## src/rtl/crcgs_pkg.sv

```systemverilog
// Shared types and constants for the bit-serial CRC generator and checker.
package crcgs_pkg;

  localparam int MAX_DEGREE = 16;
  localparam int REM_W = MAX_DEGREE;
  localparam int DEG_W = $clog2(MAX_DEGREE + 1);
  localparam int IDX_W = (MAX_DEGREE > 1) ? $clog2(MAX_DEGREE) : 1;

  localparam int GEN_LOW_W = 16;
  localparam int GEN_DEG_W = 5;
  localparam int CFG_INDEX_W = 2;
  localparam int CFG_DATA_W = 16;

  localparam logic [GEN_LOW_W-1:0] GEN_LOW_RESET = 16'h8005;
  localparam logic [GEN_DEG_W-1:0] GEN_DEG_RESET = 5'd16;

  localparam int QUEUE_DEPTH = 4;
  localparam int QPTR_W = $clog2(QUEUE_DEPTH);
  localparam int QCNT_W = $clog2(QUEUE_DEPTH + 1);

  typedef enum logic [CFG_INDEX_W-1:0] {
    CFG_GEN_LOW    = 2'd0,
    CFG_GEN_DEGREE = 2'd1,
    CFG_CHECK_MODE = 2'd2
  } cfg_reg_t;

  typedef enum logic [1:0] {
    KIND_ECHO        = 2'd0,
    KIND_ECHO_APPEND = 2'd1,
    KIND_CHECK       = 2'd2
  } item_kind_t;

  typedef struct packed {
    logic data_bit;
    logic frame_end;
  } in_item_t;

  typedef struct packed {
    logic code_bit;
    logic is_remainder;
    logic run_last;
    logic error_found;
  } out_item_t;

  typedef struct packed {
    item_kind_t        kind;
    logic              data_bit;
    logic [REM_W-1:0]  rem;
    logic [DEG_W-1:0]  degree;
    logic              error;
  } q_entry_t;

  typedef struct packed {
    logic full;
    logic empty;
  } q_status_t;

endpackage

```

## src/rtl/crc_generate_check_serial_unit.sv

```systemverilog
// Top level of the bit-serial CRC generator and checker.
// The block takes one data bit per clock cycle and updates its running remainder in that same
// cycle; result items also leave at one per cycle unless result_stall is high. In generate
// mode each bit yields one echoed result, and the frame's last bit adds one result per bit of
// the effective generator degree after its echoed bit. In check mode only the frame's last bit
// yields a result. A four-item queue between the remainder logic and the output sequencer absorbs
// appended remainder, so input stalls only when the queue fills while the output drains or waits.
// Configuration writes are always ready and take effect on the next bit.
module crc_generate_check_serial_unit (
  input  logic                              clk,
  input  logic                              rst,
  input  logic                              cfg_valid,
  output logic                              cfg_ready,
  input  logic [crcgs_pkg::CFG_INDEX_W-1:0] cfg_index,
  input  logic [crcgs_pkg::CFG_DATA_W-1:0]  cfg_data,
  input  logic                              data_valid,
  output logic                              data_stall,
  input  crcgs_pkg::in_item_t               data,
  output logic                              result_valid,
  input  logic                              result_stall,
  output crcgs_pkg::out_item_t              result
);
  import crcgs_pkg::*;

  q_status_t q_status;
  q_entry_t  q_push_entry;
  q_entry_t  q_head;
  logic      q_push;
  logic      q_pop;

  crcgs_front u_front (
    .clk          (clk),
    .rst          (rst),
    .cfg_valid    (cfg_valid),
    .cfg_ready    (cfg_ready),
    .cfg_index    (cfg_index),
    .cfg_data     (cfg_data),
    .data_valid   (data_valid),
    .data_stall   (data_stall),
    .data         (data),
    .q_status     (q_status),
    .q_push       (q_push),
    .q_push_entry (q_push_entry)
  );

  crcgs_queue u_queue (
    .clk        (clk),
    .rst        (rst),
    .push       (q_push),
    .push_entry (q_push_entry),
    .pop        (q_pop),
    .head       (q_head),
    .status     (q_status)
  );

  crcgs_back u_back (
    .clk          (clk),
    .rst          (rst),
    .head         (q_head),
    .q_status     (q_status),
    .q_pop        (q_pop),
    .result_valid (result_valid),
    .result_stall (result_stall),
    .result       (result)
  );

endmodule

```

## src/rtl/crcgs_front.sv

```systemverilog
// Front end: configuration registers, remainder update per bit, and item classification.
module crcgs_front (
  input  logic                              clk,
  input  logic                              rst,
  input  logic                              cfg_valid,
  output logic                              cfg_ready,
  input  logic [crcgs_pkg::CFG_INDEX_W-1:0] cfg_index,
  input  logic [crcgs_pkg::CFG_DATA_W-1:0]  cfg_data,
  input  logic                              data_valid,
  output logic                              data_stall,
  input  crcgs_pkg::in_item_t               data,
  input  crcgs_pkg::q_status_t              q_status,
  output logic                              q_push,
  output crcgs_pkg::q_entry_t               q_push_entry
);
  import crcgs_pkg::*;

  logic [GEN_LOW_W-1:0] gen_low;
  logic [GEN_DEG_W-1:0] gen_degree;
  logic                 check_mode;
  logic [REM_W-1:0]     remainder;
  logic [REM_W-1:0]     remainder_next;

  logic [DEG_W-1:0] eff_deg;
  logic [DEG_W-1:0] deg_m1;
  logic [REM_W-1:0] mask;
  logic [REM_W-1:0] poly;
  logic [REM_W-1:0] rem_m;
  logic [REM_W-1:0] rem_div;
  logic             top;
  logic             accept;

  assign cfg_ready = 1'b1;
  assign data_stall = q_status.full;
  assign accept = data_valid && !q_status.full;

  always_ff @(posedge clk) begin
    if (rst) begin
      gen_low <= GEN_LOW_RESET;
      gen_degree <= GEN_DEG_RESET;
      check_mode <= 1'b0;
    end else if (cfg_valid) begin
      case (cfg_index)
        CFG_GEN_LOW:    gen_low <= cfg_data[GEN_LOW_W-1:0];
        CFG_GEN_DEGREE: gen_degree <= cfg_data[GEN_DEG_W-1:0];
        CFG_CHECK_MODE: check_mode <= cfg_data[0];
        default: begin
        end
      endcase
    end
  end

  always_comb begin
    if (gen_degree == '0) begin
      eff_deg = DEG_W'(1);
    end else if (int'(gen_degree) > MAX_DEGREE) begin
      eff_deg = DEG_W'(MAX_DEGREE);
    end else begin
      eff_deg = DEG_W'(gen_degree);
    end
    deg_m1 = eff_deg - DEG_W'(1);
    for (int i = 0; i < REM_W; i++) begin
      mask[i] = (i < int'(eff_deg));
    end
    poly = REM_W'(gen_low) & mask;
    rem_m = remainder & mask;
    top = rem_m[deg_m1[IDX_W-1:0]];
  end

  always_comb begin
    q_push_entry.data_bit = data.data_bit;
    q_push_entry.degree = eff_deg;
    if (check_mode) begin
      rem_div = ((rem_m << 1) | REM_W'(data.data_bit)) & mask;
      if (top) begin
        rem_div = rem_div ^ poly;
      end
      q_push_entry.kind = KIND_CHECK;
      q_push_entry.error = (rem_div != '0);
    end else begin
      rem_div = (rem_m << 1) & mask;
      if (top ^ data.data_bit) begin
        rem_div = rem_div ^ poly;
      end
      q_push_entry.kind = data.frame_end ? KIND_ECHO_APPEND : KIND_ECHO;
      q_push_entry.error = 1'b0;
    end
    q_push_entry.rem = rem_div;
    remainder_next = data.frame_end ? '0 : rem_div;
    q_push = accept && (!check_mode || data.frame_end);
  end

  always_ff @(posedge clk) begin
    if (rst) begin
      remainder <= '0;
    end else if (accept) begin
      remainder <= remainder_next;
    end
  end

endmodule

```

## src/rtl/crcgs_queue.sv

```systemverilog
// Short queue of classified items between the front end and the output sequencer.
module crcgs_queue (
  input  logic                 clk,
  input  logic                 rst,
  input  logic                 push,
  input  crcgs_pkg::q_entry_t  push_entry,
  input  logic                 pop,
  output crcgs_pkg::q_entry_t  head,
  output crcgs_pkg::q_status_t status
);
  import crcgs_pkg::*;

  q_entry_t          slots [QUEUE_DEPTH];
  logic [QPTR_W-1:0] wr_ptr;
  logic [QPTR_W-1:0] rd_ptr;
  logic [QCNT_W-1:0] count;
  logic              do_push;
  logic              do_pop;

  assign status.full = (count == QCNT_W'(QUEUE_DEPTH));
  assign status.empty = (count == '0);
  assign do_push = push && !status.full;
  assign do_pop = pop && !status.empty;
  assign head = slots[rd_ptr];

  always_ff @(posedge clk) begin
    if (do_push) begin
      slots[wr_ptr] <= push_entry;
    end
  end

  always_ff @(posedge clk) begin
    if (rst) begin
      wr_ptr <= '0;
      rd_ptr <= '0;
      count <= '0;
    end else begin
      if (do_push) begin
        wr_ptr <= wr_ptr + QPTR_W'(1);
      end
      if (do_pop) begin
        rd_ptr <= rd_ptr + QPTR_W'(1);
      end
      if (do_push && !do_pop) begin
        count <= count + QCNT_W'(1);
      end else if (do_pop && !do_push) begin
        count <= count - QCNT_W'(1);
      end
    end
  end

endmodule

```

## src/rtl/crcgs_back.sv

```systemverilog
// Back end: turns queued items into result items and shifts out the appended remainder.
module crcgs_back (
  input  logic                 clk,
  input  logic                 rst,
  input  crcgs_pkg::q_entry_t  head,
  input  crcgs_pkg::q_status_t q_status,
  output logic                 q_pop,
  output logic                 result_valid,
  input  logic                 result_stall,
  output crcgs_pkg::out_item_t result
);
  import crcgs_pkg::*;

  logic [REM_W-1:0] ser_rem;
  logic [REM_W-1:0] ser_rem_next;
  logic [DEG_W-1:0] count;
  logic [DEG_W-1:0] count_next;
  logic [DEG_W-1:0] count_m1;
  logic             result_valid_next;
  out_item_t        result_next;
  logic             load;

  assign load = !result_valid || !result_stall;
  assign count_m1 = count - DEG_W'(1);

  always_comb begin
    ser_rem_next = ser_rem;
    count_next = count;
    result_valid_next = result_valid;
    result_next = result;
    q_pop = 1'b0;
    if (load) begin
      if (count != '0) begin
        result_valid_next = 1'b1;
        result_next.code_bit = ser_rem[count_m1[IDX_W-1:0]];
        result_next.is_remainder = 1'b1;
        result_next.run_last = (count == DEG_W'(1));
        result_next.error_found = 1'b0;
        count_next = count_m1;
      end else if (!q_status.empty) begin
        q_pop = 1'b1;
        result_valid_next = 1'b1;
        case (head.kind)
          KIND_CHECK: begin
            result_next.code_bit = 1'b0;
            result_next.is_remainder = 1'b0;
            result_next.run_last = 1'b1;
            result_next.error_found = head.error;
          end
          KIND_ECHO_APPEND: begin
            result_next.code_bit = head.data_bit;
            result_next.is_remainder = 1'b0;
            result_next.run_last = 1'b0;
            result_next.error_found = 1'b0;
            ser_rem_next = head.rem;
            count_next = head.degree;
          end
          default: begin
            result_next.code_bit = head.data_bit;
            result_next.is_remainder = 1'b0;
            result_next.run_last = 1'b0;
            result_next.error_found = 1'b0;
          end
        endcase
      end else begin
        result_valid_next = 1'b0;
      end
    end
  end

  always_ff @(posedge clk) begin
    if (rst) begin
      result_valid <= 1'b0;
      count <= '0;
    end else begin
      result_valid <= result_valid_next;
      count <= count_next;
    end
  end

  always_ff @(posedge clk) begin
    result <= result_next;
    ser_rem <= ser_rem_next;
  end

endmodule

```

## config.mk

```make
export PLATFORM = sky130hd
export DESIGN_NAME = crc_generate_check_serial_unit
export DESIGN_NICKNAME = d
export VERILOG_FILES = /design/src/rtl/crcgs_pkg.sv /design/src/rtl/crc_generate_check_serial_unit.sv /design/src/rtl/crcgs_front.sv /design/src/rtl/crcgs_queue.sv /design/src/rtl/crcgs_back.sv
export SDC_FILE = /design/constraint.sdc
export NUM_CORES = 1
export LEC_CHECK = 0
export BUFFER_PORTS_ARGS = -buffer_cell sky130_fd_sc_hd__buf_2
export CAP_MARGIN = 20
export CORE_UTILIZATION = 40
export DETAILED_ROUTE_END_ITERATION = 10
export GPL_TIMING_DRIVEN = 1
export PLACE_DENSITY = 0.66
export SYNTH_ARGS = -nofsm -noshare
export SYNTH_HDL_FRONTEND = slang
export SYNTH_SLANG_ARGS = --single-unit
```

## constraint.sdc

```tcl
create_clock -name clk -period 8.8 [get_ports clk]
set_input_delay 0.88 -clock clk [delete_from_list [all_inputs] [get_ports clk]]
set_output_delay 0.88 -clock clk [all_outputs]
set_load 0.01 [all_outputs]
```

==> results of run 1 <==
state kept, by name (all words and copies together) (netlist names), named ones only:
name                 cells
u_queue.slots          100
u_back.ser_rem          16
u_front.gen_low         16
u_front.remainder       16
u_back.count             5
u_front.gen_degree       5
u_back.result            4
u_queue.count            3
u_queue.rd_ptr           2
u_queue.wr_ptr           2
u_back.result_valid      1
u_front.check_mode       1
metrics by stage:
step	hold WS (ns)	cell area (um^2)	total power, mW	util, %
2_1_floorplan	0.425	7800	1.46	-
3_3_place_gp	0.473	8180	1.59	43.3
3_5_place_dp	0.488	8180	1.61	43.3
4_1_cts	0.498	8770	2.36	46.4
5_1_grt	0.527	8770	2.45	46.4
6_report	0.498	8770	2.33	46.4
cell usage in the layout, fill, tap and decap left out, types with 5 or more instances in the layout:
cell type,n
clkbuf_16,17
a31oi_1,8
nand2_1,64
nand3_1,10
o21ai_0,23
a21oi_1,32
nor2_1,51
nor3_1,5
o21ai_2,6
buf_2,30
dfxtp_1,53
nor2b_1,8
inv_1,19
o31ai_1,15
mux4_2,30
buf_4,12
xnor2_1,16
edfxtp_1,120
ha_1,8
mux2i_1,11
and2_1,6
nand3b_1,6
xor2_1,15
a311oi_1,6
nand2b_1,6
cell type report:
class,count,area share (%)
clock buffers,19,4.94
clock inverters,13,1.77
inverters,19,0.813
multi-input cells,385,32.9
flip-flops and latches,173,53.2
well taps,260,3.71
repair buffers,42,2.74
where the power goes:
group | switching [mW] | internal (mW)
sequential | 0.0521 | 0.997
combinational | 0.301 | 0.235
clock | 0.321 | 0.427
critical path: stages, from the launching register on:
cell	delay, ns
dfxtp_1	0.60
nor2b_1	0.36
nor2_1	0.13
ha_1	0.46
inv_1	0.09
and4b_1	0.21
a311o_1	0.31
a311o_1	0.56
a21oi_2	0.71
o21ai_0	0.26
xor2_1	0.21
nor2b_1	0.26
cell families after synthesis:
family	Yosys count	synth area share [%]
other	1	0.0481
muxes	41	10.1
DFF	173	59.8
and+or+nand+nor	181	11.1
AOI/OAI and AO/OA	122	10.6
buffers and inverters	57	3.30
adders and majority gates	9	1.54
xor gates and xnor gates	31	3.48
layer usage:
layer	up-vias	track usage (%)
met3	36	3.64
met5	-	0
met1	2390	24.2
li1	2346	-
met4	0	8.77
met2	139	32.0
worst max-delay path by stage:
stage	slack [ns]	to	startpoint	cells past startpoint
after global placement	4.53	u_queue.slots[0][17]	u_front.gen_degree[1]	11
final	4.41	u_queue.slots[3][21]	u_front.gen_degree[0]	11
after global routing	4.10	u_queue.slots[3][14]	u_front.gen_degree[0]	11
after detailed placement	4.47	u_queue.slots[0][0]	u_front.gen_degree[1]	11
after CTS	4.46	u_queue.slots[1][0]	u_front.gen_degree[4]	11
after floorplan	4.79	u_queue.slots[0][0]	u_front.gen_degree[4]	15
==> metrics.cfg, run 1 <==
[route]
top_layer=met4
wl_met2_um=8600
wl_per_cell_um=19.3
vias=4911
wl_met1_um=7690
ant_nets=0
wl_um=17600
via_per_inst=5.39
met3WireLength_um=724
first_pass_iters=5
first_iter_violations=360
drc=0

[setup_path]
rr_worst_depth=11
critPathRequiredTime_ns=9.03
r2r_end=u_queue.slots[3][21]
reg2reg_from=u_front.gen_degree[0]
crit_path_end_kind=flip-flop
worst-setup-path-type=reg -> reg
startpoint_type=flip-flop
cp_data_arrival_time_ns=4.61
worstPathMaxFanout=16
rrSetupSlack_ns=4.41

[job]
cap_violations=0

[timing]
period_share_pct=49.8
slew_headroom_pct=35.0
fmax_ghz=0.228
setup_tns_ns=0
slew_violations=0
fin_crit_ns=4.39
worst_pin_slew_ns=0.971
setup_viol=0
layout_setup_ws_ns=4.41
finalClockSkew_ns=0.0149
grt_setup_unrepaired=no
hold_violations=0

[clocking]
cts_sinks=173
clk_path_buf_depth=2
htreeDepth=4
clock_latency_ns=0.43
hold_buffers=0
post_cts_buffers=0
cts_buffers=17
root_buffer=clkbuf_16
cts_resized=0
clk_pin_slew_ns=0.06
cts_tree=yes

[synthesis]
netlist_top_cells_area=edfxtp_1 46%, dfxtp_1 14%, mux4_2 8.7%, nand2_1 3.1%, nor2_1 2.5%
yosysMostFrequentCell=edfxtp_1
syn-cell-area_um2=7800
async_flop_share_pct=0
ys_seq_area_share_pct=59.8
synth_common_cells=120 x edfxtp_1, 64 x nand2_1, 53 x dfxtp_1, 51 x nor2_1, 32 x a21oi_1
synth.distinct_cells=63
synth_top_area_share_pct=46.2
yosys.area.top_type=edfxtp_1
yosys_warnings=0
synth-edff-count=120
synth_seq_cells=173
synthCells=615
synth_ff_type=edfxtp_1
synth_fp_nets=649
syn_area_per_cell_um2=12.7

[cells_and_area]
seqCellArea_um2=4660
antenna_cells=0
fillers=1712
layout-drive-gt1-share_pct=18.1
nets=672
instances_no_fill=911
multi_input_area_um2=2880
area_growth_pct=12.5

[pwr]
worst_ir_drop_vdd_mv=0.146
leakagePower_nw=3.01
powerDensity_nw_per_um2=266

[placed_design]
place_inst=879
gp_congestion=1.00
port_buffers=30
dp_slack_ns=4.47
hpwl_um=12400

[die]
row_count=50
die_h_um=142
core_area_um2=18900
die_w_um=142
dieArea_um2=20100
io_pins=32
start_util_pct=41.3

[global_routing]
antenna_found_initial=0
grt_start_max_net_pins=41
grt_pass1_wl_um=28100
grt_overflow=0
grt_pass1_vias=4990
grt_use_total_pct=19.1

[worst_hold_path]
hold_end=u_front.remainder[5]
hold_path.class=reg -> reg
holdPathStages=2
min_from=u_front.remainder[5]

[outcome]
status=finished clean

(Power assumes the default switching activity.)
==> run 2, diff against run 1 <==
ABC_AREA = 1   (was not set)
PLACE_DENSITY = 0.68   (was 0.66)
clock period = 4 ns   (was 8.8 ns; I/O delays follow)
==> metrics.cfg, run 2 <==
[cells_and_area]
largest_register_ffs=100  ; unchanged
final_cell_mix=140 x nand2_1, 120 x edfxtp_1, 115 x nor2_1
nets=953  ; +42%
antenna_cells=0  ; unchanged
stdcell_area_um2=9250  ; +5.5%
area_growth_pct=12.2
layout-drive-gt1-share_pct=11.6  ; -6.5 points
mostFrequentLayoutCell=nand2_1
top_register=u_queue.slots

[placed_design]
port_buffers=30  ; unchanged
gp_congestion=0.927  ; -7.4%
hpwl_um=12800  ; +3.7%
postPlaceCellArea_um2=8630  ; +5.4%

[pwr]
powerDensity_nw_per_um2=591  ; +120%
worst_ir_drop_vdd_mv=0.332  ; +130%
leakagePower_nw=3.55  ; +18%

[setup_path]
startpoint_type=flip-flop
crit_path_end_kind=flip-flop
cp-startpoint=u_back.count[0]
crit_path_top_delay_cell=nor3_1
critPathRequiredTime_ns=4.32  ; -4.71 ns
worstPathMaxFanout=11  ; -5
cp_data_arrival_time_ns=3.62  ; -0.99 ns
worst-setup-path-type=reg -> reg
reg2reg_from=u_back.count[0]
crit_path_max_incr_delay_ns=0.44  ; -0.27 ns
path_cells=inv_1 -> ha_1 -> nand2_1 -> nor2_2 -> clkinv_1 -> nor3_1 -> inv_1 -> ha_1 -> inv_1 -> fa_1 -> o21ai_0 -> a21oi_1
crit_top_cell=inv_1

[route]
vias=6204  ; +26%
first_pass_iters=5  ; unchanged
ant_nets=0  ; unchanged
wl_per_cell_um=15.2  ; -21%
via_per_inst=5.16  ; -4.3%
drc=0  ; unchanged
first_iter_violations=564  ; +57%
wl_um=18200  ; +3.7%

[timing]
hold_violations=0  ; unchanged
slew_violations=0  ; unchanged
setup_viol=0  ; unchanged
worst_pin_slew_ns=0.906  ; -0.0648 ns
period_share_pct=82.3  ; +33 points
setup_tns_ns=0  ; unchanged
fin_crit_ns=3.29  ; -1.09 ns
slew_headroom_pct=39.5  ; +4.5 points
fmax_ghz=0.304  ; +33%
finalClockSkew_ns=0.0124  ; -0.00248 ns
grt_setup_unrepaired=no

[clocking]
clk_path_buf_depth=2  ; unchanged
cts_buffers=17  ; unchanged
hold_buffers=0  ; unchanged
post_cts_buffers=0  ; unchanged
clk_pin_slew_ns=0.07  ; about the same
clock_latency_ns=0.44  ; about the same
cts_tree=yes
root_buffer=clkbuf_16
cts_resized=0  ; unchanged
htreeDepth=4  ; unchanged
cts_sinks=173  ; unchanged

[synthesis]
yosys_warnings=0  ; unchanged
synth-edff-count=120  ; unchanged
ys_seq_area_share_pct=56.6  ; -3.2 points
synth_common_cells=140 x nand2_1, 120 x edfxtp_1, 119 x nor2_1, 90 x o21ai_0, 84 x nand3_1
yosysMostFrequentCell=nand2_1
syn-cell-area_um2=8250  ; +5.7%
syn_area_per_cell_um2=9.18  ; -28%
yosys.area.top_type=edfxtp_1
synth_fp_nets=932  ; +44%
async_flop_share_pct=0  ; unchanged
synth_seq_cells=173  ; unchanged
synth_top_area_share_pct=43.7  ; -2.5 points
synth_ff_type=edfxtp_1
synth.distinct_cells=41  ; -35%
synthCells=898  ; +46%
netlist_top_cells_area=edfxtp_1 44%, dfxtp_1 13%, nand2_1 6.4%, o21ai_0 5.5%, nor2_1 5.4%

[die]
core_area_um2=20200  ; +7.1%
io_pins=32  ; unchanged
die_h_um=146  ; +2.8%
die_w_um=146  ; +2.8%
row_count=52  ; +4.0%
start_util_pct=40.8  ; -0.52 points
dieArea_um2=21200  ; +5.7%

[job]
cap_violations=0  ; unchanged

[outcome]
status=finished clean

[global_routing]
grt_overflow=0  ; unchanged
grt_use_total_pct=17.8  ; -1.3 points
grt_start_max_net_pins=41  ; unchanged
antenna_found_initial=0  ; unchanged
grt_pass1_wl_um=29400  ; +4.5%
grt_pass1_vias=5687  ; +14%

[worst_hold_path]
min_from=cfg_data[15]
hold_path.class=in -> reg

run 2: cell types whose count changed after synthesis, moves of 11 or more:
cell,before,now
nand2_1,64,140
nand3_1,10,84
nor2_1,51,119
o21ai_0,23,90
inv_1,19,72
mux4_2,30,0
o22ai_1,1,23
o31ai_1,15,1
mux2i_1,11,0
run 2: metrics by stage:
stage                     util [%]  hold slack, ns  instances  power [mW]  setup slack (ns)
after floorplan                  -           0.429        898        3.38             0.447
after global placement        42.6           0.451       1170        3.76             0.750
after detailed placement      42.6           0.457       1170        3.77             0.714
after CTS                     45.7           0.173       1202        5.47             0.715
after global routing          45.7           0.183       1202        5.76             0.337
final                         45.7           0.188       1202        5.47             0.706
run 2: logic make-up (layout without fill, tap and decap cells):
| logic type | count (synthesis) | in the layout | share of synthesized area [%] |
|---|---|---|---|
| simple gates | 404 | 404 | 22.5 |
| compound gates | 177 | 177 | 11.6 |
| flops | 173 | 173 | 56.6 |
| buf+inv | 121 | 155 | 6.39 |
| xor+xnor | 13 | 13 | 1.38 |
| fa+ha+maj | 9 | 9 | 1.46 |
| other cells | 1 | 1 | 0.0455 |
run 2: final timing paths:
check,slack (ns),depth (start not counted),end
setup / recovery,0.71,12,u_queue.count[1]
hold / removal,0.19,3,u_front.gen_low[15]
setup reg to reg,0.71,12,u_queue.count[1]
hold reg to reg,0.48,2,u_front.gen_low[11]
run 2: critical path, delay by kind of cell, from the launching register on:
family | cells | cell delay (ns)
DFF | 1 | 0.41
AOI/OAI and AO/OA | 2 | 0.20
adders and majority gates | 3 | 0.88
and+or+nand+nor | 3 | 0.85
buffers and inverters | 4 | 0.83
run 2: power by group:
part | internal (mW) | leakage, nW | total, mW | switching (mW)
clock | 0.956 | 0.298 | 1.72 | 0.763
combinational | 0.450 | 1.70 | 1.40 | 0.955
sequential | 2.22 | 1.55 | 2.34 | 0.128
run 2: layout make-up:
cell class                      count  area [um^2]
Inverter                           78          293
Sequential cell                   173         4660
Tap cell                          270          338
Clock inverter                     15          196
Multi-Input combinational cell    604         3070
Clock buffer                       17          425
Fill cell                        1879        11000
Timing Repair Buffer               45          263
run 2: per-layer routing:
metal / global-route usage [%] / up-vias / routed length, um
met5: 0 / - / 0
met2: 28.1 / 239 / 8340
met3: 3.73 / 24 / 1260
met1: 24.4 / 2828 / 8360
met4: 5.84 / 0 / 286
li1: - / 3113 / -
==> run 3, diff against run 2 <==
clock period = 2.9 ns   (was 4 ns; I/O delays follow)
==> metrics.cfg, run 3 (synthesis results as in run 2) <==
[timing]
worst_pin_slew_ns=0.721  ; -0.185 ns
slew_headroom_pct=51.4  ; +12 points
setup_viol=0  ; unchanged
finalClockSkew_ns=0.00809  ; -0.00435 ns
setup_tns_ns=0  ; unchanged
holdWs_ns=0.0843  ; -0.104 ns
hold_violations=0  ; unchanged
slew_violations=0  ; unchanged
fin_crit_ns=2.72  ; -0.573 ns
fmax_ghz=0.368  ; +21%
grt_setup_unrepaired=no
layout_setup_ws_ns=0.179  ; -0.527 ns
period_share_pct=93.8  ; +11 points

[route]
vias=6315  ; +1.8%
drc=0  ; unchanged
via_per_inst=5.16  ; about the same
wl_um=18400  ; +0.82%
first_pass_iters=6  ; +1
first_iter_violations=558  ; -1.1%
ant_nets=0  ; unchanged
wl_per_cell_um=15.0  ; -0.91%

[worst_hold_path]
hold_path.class=in -> reg

[cells_and_area]
area_growth_pct=14.8
instances_no_fill=1223  ; +1.7%
nets=974  ; +2.2%
layout-drive-gt1-share_pct=14.1  ; +2.5 points
mostFrequentLayoutCell=nand2_1
fin_util_pct=46.8  ; +1.1 points
largest_register_ffs=100  ; unchanged
top_register=u_queue.slots
fillers=1883  ; +0.21%
antenna_cells=0  ; unchanged
final_cell_mix=140 x nand2_1, 120 x edfxtp_1, 115 x nor2_1

[outcome]
status=finished clean

[global_routing]
grt_use_total_pct=17.8  ; +0.038 points
grt_overflow=0  ; unchanged
grt_pass1_vias=5844  ; +2.8%
grt_start_max_net_pins=41  ; unchanged
antenna_found_initial=0  ; unchanged
grt_pass1_wl_um=29700  ; +0.94%

[placed_design]
port_buffers=30  ; unchanged
gp_congestion=0.875  ; -5.7%
dp_slack_ns=0.0669  ; -0.647 ns
hpwl_um=13000  ; +1.4%
place_inst=1189  ; +1.6%

[die]
die_h_um=146  ; unchanged
dieArea_um2=21200  ; unchanged
start_util_pct=40.8  ; unchanged
row_count=52  ; unchanged
core_area_um2=20200  ; unchanged
die_w_um=146  ; unchanged
io_pins=32  ; unchanged

[clocking]
clock_latency_ns=0.42  ; -0.02 ns
root_buffer=clkbuf_16
clk_pin_slew_ns=0.06  ; about the same
htreeDepth=4  ; unchanged
cts_sinks=173  ; unchanged
clk_path_buf_depth=2  ; unchanged
cts_buffers=17  ; unchanged
hold_buffers=0  ; unchanged
cts_tree=yes

[setup_path]
worst-setup-path-type=reg -> reg
cp_data_arrival_time_ns=2.88  ; -0.74 ns
critPathRequiredTime_ns=3.06  ; -1.26 ns
startpoint_type=flip-flop
worstPathMaxFanout=13  ; +2
crit_path_end_kind=flip-flop

[pwr]
leakagePower_nw=3.67  ; +3.3%
worst_ir_drop_vdd_mv=0.441  ; +33%
powerDensity_nw_per_um2=814  ; +38%

[job]
cap_violations=0  ; unchanged

-- run 3: changes by cell type in the layout (fill, tap and decap cells not counted), sizes merged --
cell	before	now
clkinv	6	7
nand2	146	147
bufinv	2	4
buf	45	65
clkbuf	17	18
inv	83	79
-- run 3: cell type report --
cell class / count / area (um^2) / share of cell area [%]
Tap cell: 270 / 338 / 3.57
Sequential cell: 173 / 4670 / 49.3
Inverter: 78 / 294 / 3.10
Timing Repair Buffer: 65 / 424 / 4.48
Clock inverter: 14 / 210 / 2.22
Clock buffer: 18 / 429 / 4.53
Multi-Input combinational cell: 605 / 3110 / 32.8
-- run 3: routing by layer --
layer / wire [um] / GRT usage [%] / up-vias
met4: 159 / 4.42 / 0
met2: 8810 / 29.9 / 204
li1: - / - / 3165
met5: 0 / 0 / -
met3: 1210 / 3.86 / 15
met1: 8220 / 23.5 / 2931
-- run 3: critical path, stage by stage (launching register included) --
cell     delay [ns]
dfxtp_2        0.35
nor2_4         0.12
nand2_2        0.08
nand2_4        0.07
nand2_2        0.05
ha_2           0.16
or2_2          0.28
nand2_1        0.12
inv_1          0.09
nand3_2        0.09
nand3_4        0.13
nand2_8        0.15
nand2_2        0.18
buf_4          0.21
nand3_1        0.08
nand3_1        0.10
and2_1         0.19
-- run 3: what timing repair did --
action | in CTS | in global routing
endpoints found under the setup margin | 0 | 29
resized for setup | 0 | 9
endpoints found under the hold margin | 0 | 0
buffers inserted | 0 | 0
-- run 3: path summary, 6_finish.rpt --
check	start	end	slack, ns	cells after the start
max	u_front.gen_degree[0]	u_queue.slots[2][9]	0.18	16
max reg2reg	u_front.gen_degree[0]	u_queue.slots[2][9]	0.18	16
min reg2reg	u_queue.rd_ptr[1]	flip-flop	0.47	2
min	cfg_data[15]	u_front.gen_low[15]	0.08	3
-- run 3: through the flow --
step / total power [mW] / area [um^2]
after floorplan: 4.68 / 8260
after global placement: 5.24 / 8780
after detailed placement: 5.29 / 8780
after CTS: 7.71 / 9420
after global routing: 8.11 / 9470
final: 7.71 / 9470
-- run 3: power by group --
part / total, mW / switching (mW) / internal [mW]
clock: 2.43 / 0.968 / 1.46
combinational: 2.06 / 1.38 / 0.682
sequential: 3.22 / 0.158 / 3.06
total: 7.71 / 2.51 / 5.20
